## src/design/rational_arith_unit_defines.svh

```systemverilog
// ----------------------------------------------------------------------------
// rational_arith_unit_defines
// Assertion macros shared by the rational arithmetic unit.
// ----------------------------------------------------------------------------
`ifndef RATIONAL_ARITH_UNIT_DEFINES_SVH
`define RATIONAL_ARITH_UNIT_DEFINES_SVH
// Concurrent check: label, clock, reset, property body, message
`define RAU_ASSERT(lbl, clk, rst, prop, msg) \
   lbl: assert property (@(posedge clk) disable iff (rst) prop) else $error(msg);
// Concurrent check that also runs during reset
`define RAU_ASSERT_ALWAYS(lbl, clk, prop, msg) \
   lbl: assert property (@(posedge clk) prop) else $error(msg);
`endif

```

## src/design/rau_pkg.sv

```systemverilog
// ----------------------------------------------------------------------------
// rau_pkg
// Types and codes shared by the rational arithmetic unit.
// ----------------------------------------------------------------------------
package rau_pkg;
   localparam int unsigned PROD_W = 64;

   typedef enum logic [1:0] {
      FUNC_ADD = 2'd0,
      FUNC_SUB = 2'd1,
      FUNC_MUL = 2'd2,
      FUNC_DIV = 2'd3
   } func_type;

   typedef enum logic [1:0] {
      STAT_OK   = 2'd0,
      STAT_DIV0 = 2'd1,
      STAT_OVF  = 2'd2
   } status_type;

   // Classified job handed from front to back
   typedef struct packed {
      logic              neg;
      logic              zero_den;
      logic [PROD_W-1:0] mag;
      logic [PROD_W-1:0] den;
   } job_type;
endpackage

```

## src/design/rau_queue.sv

```systemverilog
// ----------------------------------------------------------------------------
// rau_queue
// Two-entry queue that decouples the front from the back.
// ----------------------------------------------------------------------------
module rau_queue (
   input  logic             clock,
   input  logic             reset,
   input  logic             in_valid,
   output logic             in_ready,
   input  rau_pkg::job_type in_data,
   output logic             out_valid,
   input  logic             out_ready,
   output rau_pkg::job_type out_data
);
   import rau_pkg::*;

   job_type    mem_ff [2];
   logic       wr_ff, rd_ff;
   logic [1:0] cnt_ff;
   logic       push, pop;

   assign in_ready  = (cnt_ff != 2'd2);
   assign out_valid = (cnt_ff != 2'd0);
   assign push      = in_valid && in_ready;
   assign pop       = out_valid && out_ready;
   assign out_data  = mem_ff[rd_ff];

   always_ff @(posedge clock) begin
      if (reset) begin
         wr_ff  <= 1'b0;
         rd_ff  <= 1'b0;
         cnt_ff <= 2'd0;
      end else begin
         if (push) wr_ff <= ~wr_ff;
         if (pop)  rd_ff <= ~rd_ff;
         cnt_ff <= cnt_ff + {1'b0, push} - {1'b0, pop};
      end
      if (push) mem_ff[wr_ff] <= in_data;
   end
endmodule

```

## config.mk

```make
export PLATFORM = sky130hd
export DESIGN_NAME = rau_queue
export DESIGN_NICKNAME = d
export VERILOG_FILES = /design/src/design/rational_arith_unit_defines.svh /design/src/design/rau_pkg.sv /design/src/design/rau_queue.sv
export SDC_FILE = /design/constraint.sdc
export NUM_CORES = 1
export LEC_CHECK = 0
export ABC_AREA = 1
export BUFFER_PORTS_ARGS = -buffer_cell sky130_fd_sc_hd__buf_4
export CAP_MARGIN = 20
export CORE_ASPECT_RATIO = 0.8
export CORE_UTILIZATION = 45
export DETAILED_ROUTE_END_ITERATION = 10
export PLACE_DENSITY = 0.75
export SLEW_MARGIN = 20
export SYNTH_ARGS = -nofsm -noshare
export SYNTH_HDL_FRONTEND = slang
export SYNTH_SLANG_ARGS = --single-unit
```

## constraint.sdc

```tcl
create_clock -name clock -period 8.2 [get_ports clock]
set_input_delay 1.64 -clock clock [delete_from_list [all_inputs] [get_ports clock]]
set_output_delay 1.64 -clock clock [all_outputs]
set_load 0.05 [all_outputs]
```

# After elaboration in Yosys (flattened, before gate mapping)
# Memory sizes are Yosys's and may differ from the RTL's. A register that Yosys moved wholly into a read port is not among the register bits.
# Cells that the tools add are included.
[op_classes]
add_sub_neg = 2
n_eq_ne = 1
mux = 4
n_bitwise = 2
reduce_logical = 3
[op_table]
columns = ["operator", "count"]
rows = [
  ["$mux 1", 4],
  ["$add 2x1->2", 1],
  ["$logic_and 1x1->1", 2],
  ["$ne 2x2->1 const B", 1],
  ["$not 1->1", 2],
  ["$reduce_bool 2->1", 1],
  ["$sub 2x1->2", 1],
]
[word_totals]
reg_bits = 4
ram_bits = 260
in_bits = 134
output_inout_bits = 132
elab_cells = 16
memories = 1
[memory_table]
columns = ["name", "depth", "width", "rd", "rd_ports_with_merged_regs", "wr", "line_no", "text"]
rows = [
  ["mem_ff", 2, 130, 1, 1, 1, "rau_queue.sv:17", "job_type mem_ff [2];"],
]

# Depth between registers and ports, before layout
[depth]
depth_word = 4
mapped_depth = 11
ltp_nobuf = 11

# Worst setup path before layout
# No wires, ideal clock.
[synth_timing]
path_kind = "input to register"
startpoint = "input port in_valid"
endpoint = "memory mem_ff[0][0] in the netlist's numbering, enable pin"
setup_time_ns = 0.621
arrival_ns = 7.132
t_required_ns = 7.579
slack_ns = 0.446
stages = 2
path_cell_list = "nand2_1 nor2_1"
[synth_between]
elab_chain_cells = 3
[synth_lines]
columns = ["item", "line_no", "text"]
rows = [
  ["start, declared", "rau_queue.sv:8", "input logic in_valid,"],
  ["$logic_and 1x1->1", "rau_queue.sv:24", "assign push = in_valid && in_ready;"],
  ["$mux 1", "rau_queue.sv:38", "if (push) mem_ff[wr_ff] <= in_data;"],
  ["$mux 1 (not written as such)", "rau_queue.sv:38", ""],
  ["end, declared", "rau_queue.sv:17", ""],
]
# Every way passes these cells.

==> metrics.md <==
| Metric | Value |
|---|---|
| Top-count cell post-synth | edfxtp_1 |
| CTS tree | yes |
| Largest cells by area after synthesis | edfxtp_1, mux2_2, buf_6 |
| Worst min path class | reg2reg |
| WL/cell | 18.91 um |
| Pre-CTS setup slack | 4.155 ns |
| Antenna-violating nets left | 0 |
| Total GRT Usage | 17.18% |
| Area fraction of the dominant cell type after synthesis | 80.90% |
| Worst Reg-to-Reg Cells | 5 |
| Starting density of the core | 46.23% |
| Worst slew margin | 36.25% |
| Power per cell area | 349.0 nW/um^2 |
| CTS Buffer Depth | 3 |
| Die W | 165.7 um |
| Synth Net Count | 577 |
| DR DRC count | 22 |
| ANT cells | 0 |
| # Post-CTS Setup Buffers | 0 |
| Core ar. | 20880 um^2 |
| Vias in the first global route | 5249 |
| Setup TNS | 0 ns |
| Post-Syn Area | 9651 um^2 |
| Post-CTS sizing | 0 |
| CTS buffer count | 27 |
| Peak supply drop | 0.2199 mV |
| Clk root buf | clkbuf_16 |
| Ys Warns | 0 |
| Setup violators final | 0 |
| Vias | 5068 |
| Crit-path max FO | 70 |
| Nets@finish | 862 |
| Tot Pwr | 4.443 mW |
| Unrepaired setup endpoints after global routing | false |
| Post-Layout Cell Count | 1014 |
| Routed WL | 19.17 mm |
| MaxCap Viol Count | 0 |
| CP required | 6.56 ns |
| WHS Path Cells | 2 |
| Vias/cell | 4.998 |
| Placed cells | 966 |
| Kind of end point of the critical path | output pin |
| Slew Limit Fails | 0 |
| Clock Power Share | 25.3% |
| Clock sinks | 265 |
| Htree depth | 1 |
| Fin crit share | 55.33% |
| Cts-stage hold buffer count | 0 |
| Clk_lat worst skew | 0.52 ns |
| Sw Ratio | 35.79% |
| Final HPWL DP | 12.74 mm |
| Hold Fails Final Rpt | 0 |
| Yosys cell types | 12 |
| Initial antenna violation count | 0 |
| CTS clk-pin slew, worst paths | 0.06 ns |
| Sequential share of the synthesized area | 81.94% |
| Post-synthesis register bit count | 265 |
| Mapped Cells | 441 |
| Clk_skew | 0.009388 ns |
| Combinational share of power | 34.4% |
| Tmin final | 4.537 ns |
| GPL Wtd Cong | 0.8028 |
| Die Ht | 133.0 um |
| EDFF count, synth | 260 |
| Max frequency | 220.4 MHz |
| Crit Path Category | reg2out |
| Pin count of the biggest net entering global routing | 72 |
| Layout cells sized above 1 | 59.19% |
| Area Growth Syn to Fin | 31.91% |
| First-pass GRT wire length | 29.30 mm |
| Post-synth ARST share | 0% |
| Setup crit start kind | flop |
| Status | finished, violations left |
| Reg power frac | 40.3% |
| Die ar. | 22040 um^2 |
| DRT Pass-1 Iters | 8 |
| Pleak | 4.746 nW |
| Worst-Margin Slew | 0.9562 ns |
| Main synth FF type | edfxtp_1 |
| NetSw | 1.590 mW |
| Top post-synthesis cells by count | edfxtp_1, mux2_2, buf_6, nor2_1 |
| Cell taking the most area after synthesis | edfxtp_1 |
| Internal power | 2.853 mW |
| Std-Cell Rows | 47 |
| Final setup margin | 3.663 ns |
| Failing checks | DRC |
| Drt initial violations | 358 |
| Port Buf Inserts | 265 |
| Remaining global-route overflow | 0 |
| CP arrival | 2.90 ns |
| I/O pin total | 266 |
| Synth Area per Inst | 21.88 um^2 |
## final timing paths
check | slack [ns] | startpoint | end
hold reg to reg | 0.56 | rd_ff | rd_ff
setup reg to reg | 5.52 | cnt_ff[0] | mem_ff[1][49]
setup / recovery | 3.66 | flop | out_data[99]
hold / removal | 0.56 | rd_ff | rd_ff
## per-stage QoR
stage / area [um^2] / hold WS (ns) / util, %
global route: 12730 / 0.6131 / 60.98
floorplan: 9651 / 0.4675 / -
global placement: 11890 / 0.4789 / 56.93
CTS: 12730 / 0.5608 / 60.98
finish: 12730 / 0.5605 / 60.98
detailed placement: 11910 / 0.5472 / 57.06
## worst max-delay path, stage by stage (launching register included)
cell and delay (ns):
dfxtp_4 0.85, buf_4 0.83, mux2_2 0.45, buf_4 0.20
## cell families (layout without fill, tap and decap cells)
group / after synthesis / after routing / synth area share (%)
AOI/OAI and AO/OA: 2 / 2 / 0.1037
adders and majority gates: 2 / 2 / 0.2593
buffers and inverters: 22 / 326 / 1.711
DFF: 265 / 265 / 81.94
muxes: 130 / 130 / 15.17
and+or+nand+nor: 20 / 20 / 0.8167
## flip-flops by register name, summed over array words and instances (netlist names), named ones only
register,flops
rd_ff,1
cnt_ff,2
mem_ff,260
wr_ff,1
## layer usage
layer	vias to the layer above	global-route usage, %	wire [um]
met4	0	4.206	382
met1	2503	20.97	7537
li1	2309	-	-
met3	30	6.042	1736
met2	226	29.31	9516
met5	-	0	0
## cell usage in the layout (no fill, tap or decap), types with 3 or more instances in the layout
cell type	count
buf_4	269
edfxtp_1	260
mux2_2	130
clkbuf_16	27
nor2_1	8
nand2_1	8
inv_1	7
clkbuf_1	6
clkinv_2	5
clkinv_1	4
dfxtp_1	4
nand3_1	3
## final cells by class
class	count	area, um^2
sequential	265	7911
clock inverter	15	118.9
inverter	8	32.53
tap	269	336.6
timing repair buffer	270	2047
multi-input combinational	154	1585
clock buffer	33	698.2
fill	1465	8147
## power groups by stage
stage	Combinational, mW	Sequential [mW]	Clock (mW)
after floorplan	1.13	1.80	0
after global placement	1.51	1.81	0
after detailed placement	1.54	1.82	0
after CTS	1.54	1.80	1.15
after global routing	1.59	1.81	1.21
final	1.53	1.79	1.12
No activity file was read; power rests on OpenSTA's default activity.
