$ cat config.mk
export PLATFORM = sky130hd
export DESIGN_NAME = rau_back
export DESIGN_NICKNAME = d
export VERILOG_FILES = /design/src/design/rau_pkg.sv /design/src/design/rau_back.sv
export VERILOG_INCLUDE_DIRS = /design/src /design/src/design
export SDC_FILE = /design/constraint.sdc
export NUM_CORES = 2
export LEC_CHECK = 0
export BUFFER_PORTS_ARGS = -buffer_cell sky130_fd_sc_hd__buf_4
export CAP_MARGIN = 10
export CORE_UTILIZATION = 45
export CTS_CLUSTER_DIAMETER = 120
export CTS_CLUSTER_SIZE = 10
export DETAILED_ROUTE_END_ITERATION = 6
export PLACE_DENSITY = 0.7
export SLEW_MARGIN = 30
export SYNTH_ARGS = -nofsm -noshare
export SYNTH_HDL_FRONTEND = slang
export SYNTH_SLANG_ARGS = --single-unit
$ cat constraint.sdc
create_clock -name clock -period 19.5 [get_ports clock]
set_input_delay 0.975 -clock clock [delete_from_list [all_inputs] [get_ports clock]]
set_output_delay 0.975 -clock clock [all_outputs]
set_load 0.03 [all_outputs]
$ cat src/design/rational_arith_unit_defines.svh
// ----------------------------------------------------------------------------
// rational_arith_unit_defines
// Assertion macros shared by the rational arithmetic unit.
// ----------------------------------------------------------------------------
`ifndef RATIONAL_ARITH_UNIT_DEFINES_SVH
`define RATIONAL_ARITH_UNIT_DEFINES_SVH
// Concurrent check: label, clock, reset, property body, message
`define RAU_ASSERT(lbl, clk, rst, prop, msg) \
   lbl: assert property (@(posedge clk) disable iff (rst) prop) else $error(msg);
// Concurrent check that also runs during reset
`define RAU_ASSERT_ALWAYS(lbl, clk, prop, msg) \
   lbl: assert property (@(posedge clk) prop) else $error(msg);
`endif

$ cat src/design/rau_pkg.sv
// ----------------------------------------------------------------------------
// rau_pkg
// Types and codes shared by the rational arithmetic unit.
// ----------------------------------------------------------------------------
package rau_pkg;
   localparam int unsigned PROD_W = 64;

   typedef enum logic [1:0] {
      FUNC_ADD = 2'd0,
      FUNC_SUB = 2'd1,
      FUNC_MUL = 2'd2,
      FUNC_DIV = 2'd3
   } func_type;

   typedef enum logic [1:0] {
      STAT_OK   = 2'd0,
      STAT_DIV0 = 2'd1,
      STAT_OVF  = 2'd2
   } status_type;

   // Classified job handed from front to back
   typedef struct packed {
      logic              neg;
      logic              zero_den;
      logic [PROD_W-1:0] mag;
      logic [PROD_W-1:0] den;
   } job_type;
endpackage

$ cat src/design/rau_back.sv
// ----------------------------------------------------------------------------
// rau_back
// Reduces a job by a binary GCD, divides both parts by it with a restoring
// divider, checks the range and holds the result word.
// ----------------------------------------------------------------------------
`include "rational_arith_unit_defines.svh"
module rau_back #(
   parameter int unsigned WIDTH = 32
) (
   input  logic                clock,
   input  logic                reset,
   input  logic                job_valid,
   output logic                job_ready,
   input  rau_pkg::job_type    job_data,
   output logic                rsp_valid,
   input  logic                rsp_ready,
   output logic signed [31:0]  rsp_res_num,
   output logic [30:0]         rsp_res_den,
   output logic [1:0]          rsp_status
);
   import rau_pkg::*;

   localparam logic [PROD_W-1:0] LIM = PROD_W'((64'd1 << (WIDTH - 1)) - 64'd1);

   typedef enum logic [2:0] {
      S_IDLE, S_GCD, S_DIVN, S_DIVD, S_DONE, S_OUT
   } state_type;

   state_type          state_ff;
   logic               neg_ff;
   logic [PROD_W-1:0]  mag_ff, den_ff, a_ff, b_ff, g_ff;
   logic [6:0]         shift_ff;
   logic [PROD_W-1:0]  q_ff, r_ff, dv_ff, qn_ff;
   logic [6:0]         cnt_ff;
   logic [PROD_W:0]    rtry;
   logic [PROD_W-1:0]  amb, bma;
   logic signed [31:0] num_ff;
   logic [30:0]        den_out_ff;
   status_type         stat_ff;

   assign rtry = {r_ff, q_ff[PROD_W-1]} - {1'b0, g_ff};
   assign amb  = a_ff - b_ff;
   assign bma  = b_ff - a_ff;

   always_ff @(posedge clock) begin
      if (reset) begin
         state_ff <= S_IDLE;
      end else begin
         case (state_ff)
            S_IDLE: begin
               if (job_valid) begin
                  neg_ff   <= job_data.neg;
                  mag_ff   <= job_data.mag;
                  den_ff   <= job_data.den;
                  a_ff     <= job_data.mag;
                  b_ff     <= job_data.den;
                  shift_ff <= '0;
                  if (job_data.zero_den) begin
                     num_ff     <= '0;
                     den_out_ff <= 31'd1;
                     stat_ff    <= STAT_DIV0;
                     state_ff   <= S_OUT;
                  end else if (job_data.mag == '0) begin
                     num_ff     <= '0;
                     den_out_ff <= 31'd1;
                     stat_ff    <= STAT_OK;
                     state_ff   <= S_OUT;
                  end else begin
                     state_ff <= S_GCD;
                  end
               end
            end
            S_GCD: begin
               if (a_ff == b_ff) begin
                  g_ff     <= a_ff << shift_ff[5:0];
                  q_ff     <= mag_ff;
                  r_ff     <= '0;
                  cnt_ff   <= '0;
                  state_ff <= S_DIVN;
               end else if (!a_ff[0] && !b_ff[0]) begin
                  a_ff     <= a_ff >> 1;
                  b_ff     <= b_ff >> 1;
                  shift_ff <= shift_ff + 7'd1;
               end else if (!a_ff[0]) begin
                  a_ff <= a_ff >> 1;
               end else if (!b_ff[0]) begin
                  b_ff <= b_ff >> 1;
               end else if (a_ff > b_ff) begin
                  a_ff <= amb >> 1;
               end else begin
                  b_ff <= bma >> 1;
               end
            end
            S_DIVN, S_DIVD: begin
               if (!rtry[PROD_W]) begin
                  r_ff <= rtry[PROD_W-1:0];
                  q_ff <= {q_ff[PROD_W-2:0], 1'b1};
               end else begin
                  r_ff <= {r_ff[PROD_W-2:0], q_ff[PROD_W-1]};
                  q_ff <= {q_ff[PROD_W-2:0], 1'b0};
               end
               cnt_ff <= cnt_ff + 7'd1;
               if (cnt_ff == 7'(PROD_W - 1)) begin
                  cnt_ff <= '0;
                  if (state_ff == S_DIVN) begin
                     qn_ff    <= rtry[PROD_W] ? {q_ff[PROD_W-2:0], 1'b0}
                                              : {q_ff[PROD_W-2:0], 1'b1};
                     q_ff     <= den_ff;
                     r_ff     <= '0;
                     state_ff <= S_DIVD;
                  end else begin
                     dv_ff    <= rtry[PROD_W] ? {q_ff[PROD_W-2:0], 1'b0}
                                              : {q_ff[PROD_W-2:0], 1'b1};
                     state_ff <= S_DONE;
                  end
               end
            end
            S_DONE: begin
               if (qn_ff > LIM || dv_ff > LIM) begin
                  num_ff     <= '0;
                  den_out_ff <= 31'd1;
                  stat_ff    <= STAT_OVF;
               end else begin
                  num_ff     <= neg_ff ? 32'(-qn_ff) : qn_ff[31:0];
                  den_out_ff <= dv_ff[30:0];
                  stat_ff    <= STAT_OK;
               end
               state_ff <= S_OUT;
            end
            S_OUT: begin
               if (rsp_ready) state_ff <= S_IDLE;
            end
            default: state_ff <= S_IDLE;
         endcase
      end
   end

   assign job_ready   = (state_ff == S_IDLE);
   assign rsp_valid   = (state_ff == S_OUT);
   assign rsp_res_num = num_ff;
   assign rsp_res_den = den_out_ff;
   assign rsp_status  = stat_ff;

   `RAU_ASSERT(a_den_nonzero, clock, reset,
      rsp_valid |-> rsp_res_den != '0, "result denominator is zero")
   `RAU_ASSERT(a_err_zero, clock, reset,
      (rsp_valid && rsp_status != STAT_OK) |-> (rsp_res_num == '0 && rsp_res_den == 31'd1),
      "error result is not 0/1")
   `RAU_ASSERT(a_hold, clock, reset,
      (rsp_valid && !rsp_ready) |=> (rsp_valid && $stable(rsp_res_num)),
      "result dropped while stalled")
   `RAU_ASSERT(a_one_side, clock, reset,
      !(job_ready && rsp_valid), "back takes a job while holding a result")
   `RAU_ASSERT_ALWAYS(a_reset_idle, clock,
      reset |=> !rsp_valid, "result valid right after reset")
endmodule

======== Word-level counts from Yosys, hierarchy flattened ========
Cells that the tools add are included.
storage, ports and cells
  flip-flop bits (word level) ............. 659
  input bits .............................. 134
  output and inout bits ................... 67
  word-level logic and storage cells ...... 125
cells by class
  add/sub/neg operators ................... 6
  order comparisons ....................... 3
  eq/ne operators ......................... 18
  shift operators ......................... 1
  muxes and demuxes ....................... 55
  bitwise logic cells ..................... 2
  reduce and logical (&&, ||, !) cells .... 22
operator list
  kind                  number
  $mux 64               19
  $pmux 64 s2           4
  $mux 32               5
  $gt 64x31->1 const B  2
  $sub 64x64->64        2
  $mux 31               4
  $sub 65x64->65        1
  $eq 64x64->1          1
  $gt 64x64->1          1
  $logic_not 64->1      1
  $pmux 32 s2           1
  $shl 64x6->64         1
  $pmux 31 s2           1
  $mux 7                5
  $neg 32->32           1
  $pmux 7 s2            2
  $mux 3                7
  $reduce_and 4->1      5
  $pmux 3 s5            1
  $add 7x1->7 const B   2
  $ne 4x4->1 const B    3
  $reduce_and 6->1      2
  $ne 2x2->1 const B    5
  $reduce_and 5->1      2
  18 further kinds      29

======== Logic depth before layout (Yosys ltp) ========
  word-level depth ........................ 7
  mapped depth ............................ 18
  mapped depth without buffers ............ 15

======== Worst setup path after synthesis ========
Ideal clock, no wire load.
  path type ............................... register to register
  start point ............................. register a_ff[16]
  end point ............................... register cnt_ff[0] (enable)
  setup time .............................. 794 ps
  arrival ................................. 11372 ps
  data required time ...................... 18706 ps
  setup slack ............................. 7334 ps
  cell stages (with the launch flop) ...... 11
  path buffers ............................ 2
  clock period less this slack ............ 12166 ps
  path through ............................ edfxtp_1 > inv_1 > ha_1 > clkbuf_1 > nand4_1 > or3_1 > nor3_1 > and4_1 > clkbuf_1 > a21oi_1 > nor3_1
on the way
  word-level cells in the longest chain between the ends .. 3
RTL lines
  element                     line             source
  start, declared             rau_back.sv:31   logic [PROD_W-1:0] mag_ff, den_ff, a_ff, b_ff, g_ff;
  start signal, assigned      rau_back.sv:55   a_ff <= job_data.mag;
  start signal, assigned      rau_back.sv:81   a_ff <= a_ff >> 1;
  start signal, assigned      rau_back.sv:85   a_ff <= a_ff >> 1;
  $eq 64x64->1                rau_back.sv:74   if (a_ff == b_ff) begin
  $ne 2x2->1 (no line)        -
  $reduce_and 3->1 (no line)  -
  end signal, assigned        rau_back.sv:102  cnt_ff <= cnt_ff + 7'd1;
  end, declared               rau_back.sv:34   logic [6:0] cnt_ff;
No other way between the ends.
A chain may end at the register's enable or synchronous reset.

======== Final worst setup path ========
  start point ............................. register a_ff[0]
  end point ............................... register a_ff[3] (enable)
on the way
  word-level cells in the longest chain between the ends .. 4
  elaborated cells between the ends (all ways) .. 8
  those cells by class .................... order compare (1); eq/ne (4); reduce/logical (3)
RTL lines
  element
  branches (longest 3 deep; another with $gt 64x64->1)
  $reduce_and 6->1 (no line) *
Mark *: on every way between the ends.

==> reports/qor.yml <==
routing:
  wl_met2_um: 64800
  post-route-drc-count: 0
  top_layer_used: "met4"
  vias: 35000
  drt_iter0_markers: 4648
  avgViaCountPerCell: 6.18
  route.met3.wl_um: 12500
  dr.pass1.iters: 7
  wl_um: 143000
  wire_per_inst_um: 25.3
  wl_met1_um: 57900
  ant_nets: 0
cells_and_area:
  fillers: 8406
  area_growth_pct: 10.8
  multiInputGateArea_um2: 20300
  drive_above_1_share_pct: 9.98
  seq_area_um2: 19700
  nets: 4728
  finish.utilization_pct: 50.5
sta:
  setup_viol: 0
  fin_hold_ws_ns: 0.471
  period_share_pct: 31.5
  hold_violations: 0
  final.setup.tns_ns: 0
  timing.fmax_ghz: 0.163
  period_minus_slack_ns: 6.14
  skew_ns: 0.0474
  slew_violations: 0
  rsz0062_at_grt: "false"
  tightest_slew_ns: 1.14
  maxSlewHeadroom_pct: 23.0
clock_tree:
  post_cts_buffers: 0
  clk_path_buf_depth: 3
  clk_latency_ns: 0.67
  cts_root_buf: "clkbuf_16"
  h-tree-depth: 3
  path_clk_slew_ns: 0.06
  numClockSinks: 658
  cts_tree: "done"
  hold_buffers: 0
  ctsResizeCount: 0
  numCtsBuffers: 75
setup_path:
  crit_path_end_kind: "flip-flop"
  start_kind: "flip-flop"
  critPathMaxStageDelay_ns: 0.79
  critPathKind: "reg2reg"
  path_cells: "inv_1, ha_1, fa_1, nand2b_1, a211oi_1, o21ai_0, a21oi_1, o2111a_1, o2111a_1, o21ai_1, a21o_1, buf_4, a21oi_1, o31a_2, buf_4"
  crit_required_ns: 19.77
  cp_slowest_cell: "o31a_2"
  critPathMaxFanout: 33
  crit_arrival_ns: 6.41
floorplanning:
  chipHeight_um: 307
  core_um2: 91900
  rows: 111
  io_pins: 201
  floorplan.initialDensity_pct: 45.6
  die_w_um: 307
  die_area_um2: 94400
grt:
  grt_max_degree: 82
  grt_pass1_wl_um: 211000
  grt-ovfl-total: 0
  grt_pass1_vias: 32800
  antenna_found_initial: 5
  grtUsageTotal_pct: 29.9
synth:
  syn_inst: 4341
  synth_area_um2: 41900
  seq_area_frac_synth_pct: 47.1
  synth_edf_count: 655
  synth_common_cells: "edfxtp_1, nand2_1, nor2_1"
  synth-async-reset-ratio_pct: 0
  ys_types: 81
  yosysTopAreaCell: "edfxtp_1"
  synthDominantCellAreaShare_pct: 46.9
  synth_warnings: 0
  ys_seq_elements: 658
  synth.most_common_cell: "edfxtp_1"
  avgSynthCellArea_um2: 9.65
  synthFlopType: "edfxtp_1"
  synth_top_cells_by_area: "edfxtp_1, ha_1, nand2_1, a21oi_1, nor2_1"
  syn_nets: 4675
pwr:
  power.density_nw_per_um2: 104
  p_leak_nw: 18.2
  p_total_mw: 4.82
  peakVddDrop_mv: 0.0689
placed_design:
  hpwl_um: 108000
  gp_congestion: 1.01
  io_buffers: 200
worst_hold_path:
  hold_path_class: "reg2reg"
run_status:
  run_status: "finished clean"
job:
  cap_viol_max_count: 0
## final timing paths
check / startpoint / end / slack, ns / depth (start not counted)
hold / removal: q_ff[16]$_DFFE_PP_ / qn_ff[17]$_DFFE_PP_ / 0.47 / 0
setup reg to reg: a_ff[0]$_DFFE_PP_ / a_ff[3]$_DFFE_PP_ / 13.36 / 15
hold reg to reg: q_ff[16]$_DFFE_PP_ / qn_ff[17]$_DFFE_PP_ / 0.47 / 0
setup / recovery: a_ff[0]$_DFFE_PP_ / a_ff[3]$_DFFE_PP_ / 13.36 / 15
## stage by stage
step                instances  cell area, um2  setup WS (ns)
global route             5655           46400          13.12
floorplan                4341           41900           7.33
finish                   5659           46400          13.36
detailed placement       5559           44300          13.47
CTS                      5652           46400          13.44
global placement         5559           44300          13.60
## cell usage in the layout (no fill, tap or decap), types with 53 or more instances in the layout
cell,synthesis,layout
a21o_1,89,89
a21oi_1,392,392
a221oi_1,66,66
a31oi_1,66,66
and2_1,53,53
buf_4,0,238
clkbuf_16,0,76
edfxtp_1,655,655
ha_1,197,197
inv_1,243,243
mux2i_1,111,111
nand2_1,539,537
nand3_1,57,57
nand4_1,59,59
nor2_1,455,452
nor3_1,57,54
o21ai_0,288,287
xnor2_1,112,112
xor2_1,96,96
## logic make-up (layout without fill, tap and decap cells)
group	after synthesis	count (layout)	synth area share [%]
flops	658	658	47.1
buf+inv	512	581	4.62
mux	167	167	5.47
simple gates	1407	1407	15.0
fa+ha+maj	200	200	6.02
compound gates	1189	1189	17.5
xor+xnor	208	208	4.35
other cells	0	6	0
## registers in the layout, indices dropped and copies added, names as in the netlist
register / cells
r_ff: 64
dv_ff: 64
rsp_status: 2
cnt_ff: 7
a_ff: 64
rsp_res_num: 32
state_ff: 3
shift_ff: 6
neg_ff: 1
den_ff: 64
rsp_res_den: 31
qn_ff: 64
q_ff: 64
b_ff: 64
g_ff: 64
mag_ff: 64
## cell type report
| cell class | count | share of cell area (%) |
|---|---|---|
| tap | 1243 | 3.35 |
| inverter | 247 | 2.00 |
| antenna | 6 | 0.0323 |
| clock buffer | 86 | 4.18 |
| multi-input combinational | 3171 | 43.8 |
| timing repair buffer | 241 | 3.92 |
| clock inverter | 7 | 0.248 |
| sequential | 658 | 42.5 |
## power breakdown
part	internal (mW)	switching, mW
clock network	0.703	0.573
registers	1.68	0.0852
logic	0.586	1.19
## worst max-delay path: cells and delay by family, from the launching register on
| family | cells | cell delay [ns] |
|---|---|---|
| fa+ha+maj | 2 | 0.68 |
| buf+inv | 3 | 1.13 |
| compound gates | 9 | 3.14 |
| flops | 1 | 0.53 |
| simple gates | 1 | 0.19 |
## routing by layer
layer | up-vias | global-route usage [%]
li1 | 15900 | -
met5 | - | 0
met2 | 1864 | 46.9
met3 | 287 | 4.16
met1 | 16900 | 40.2
met4 | 0 | 15.6
(Power assumes the default switching activity.)
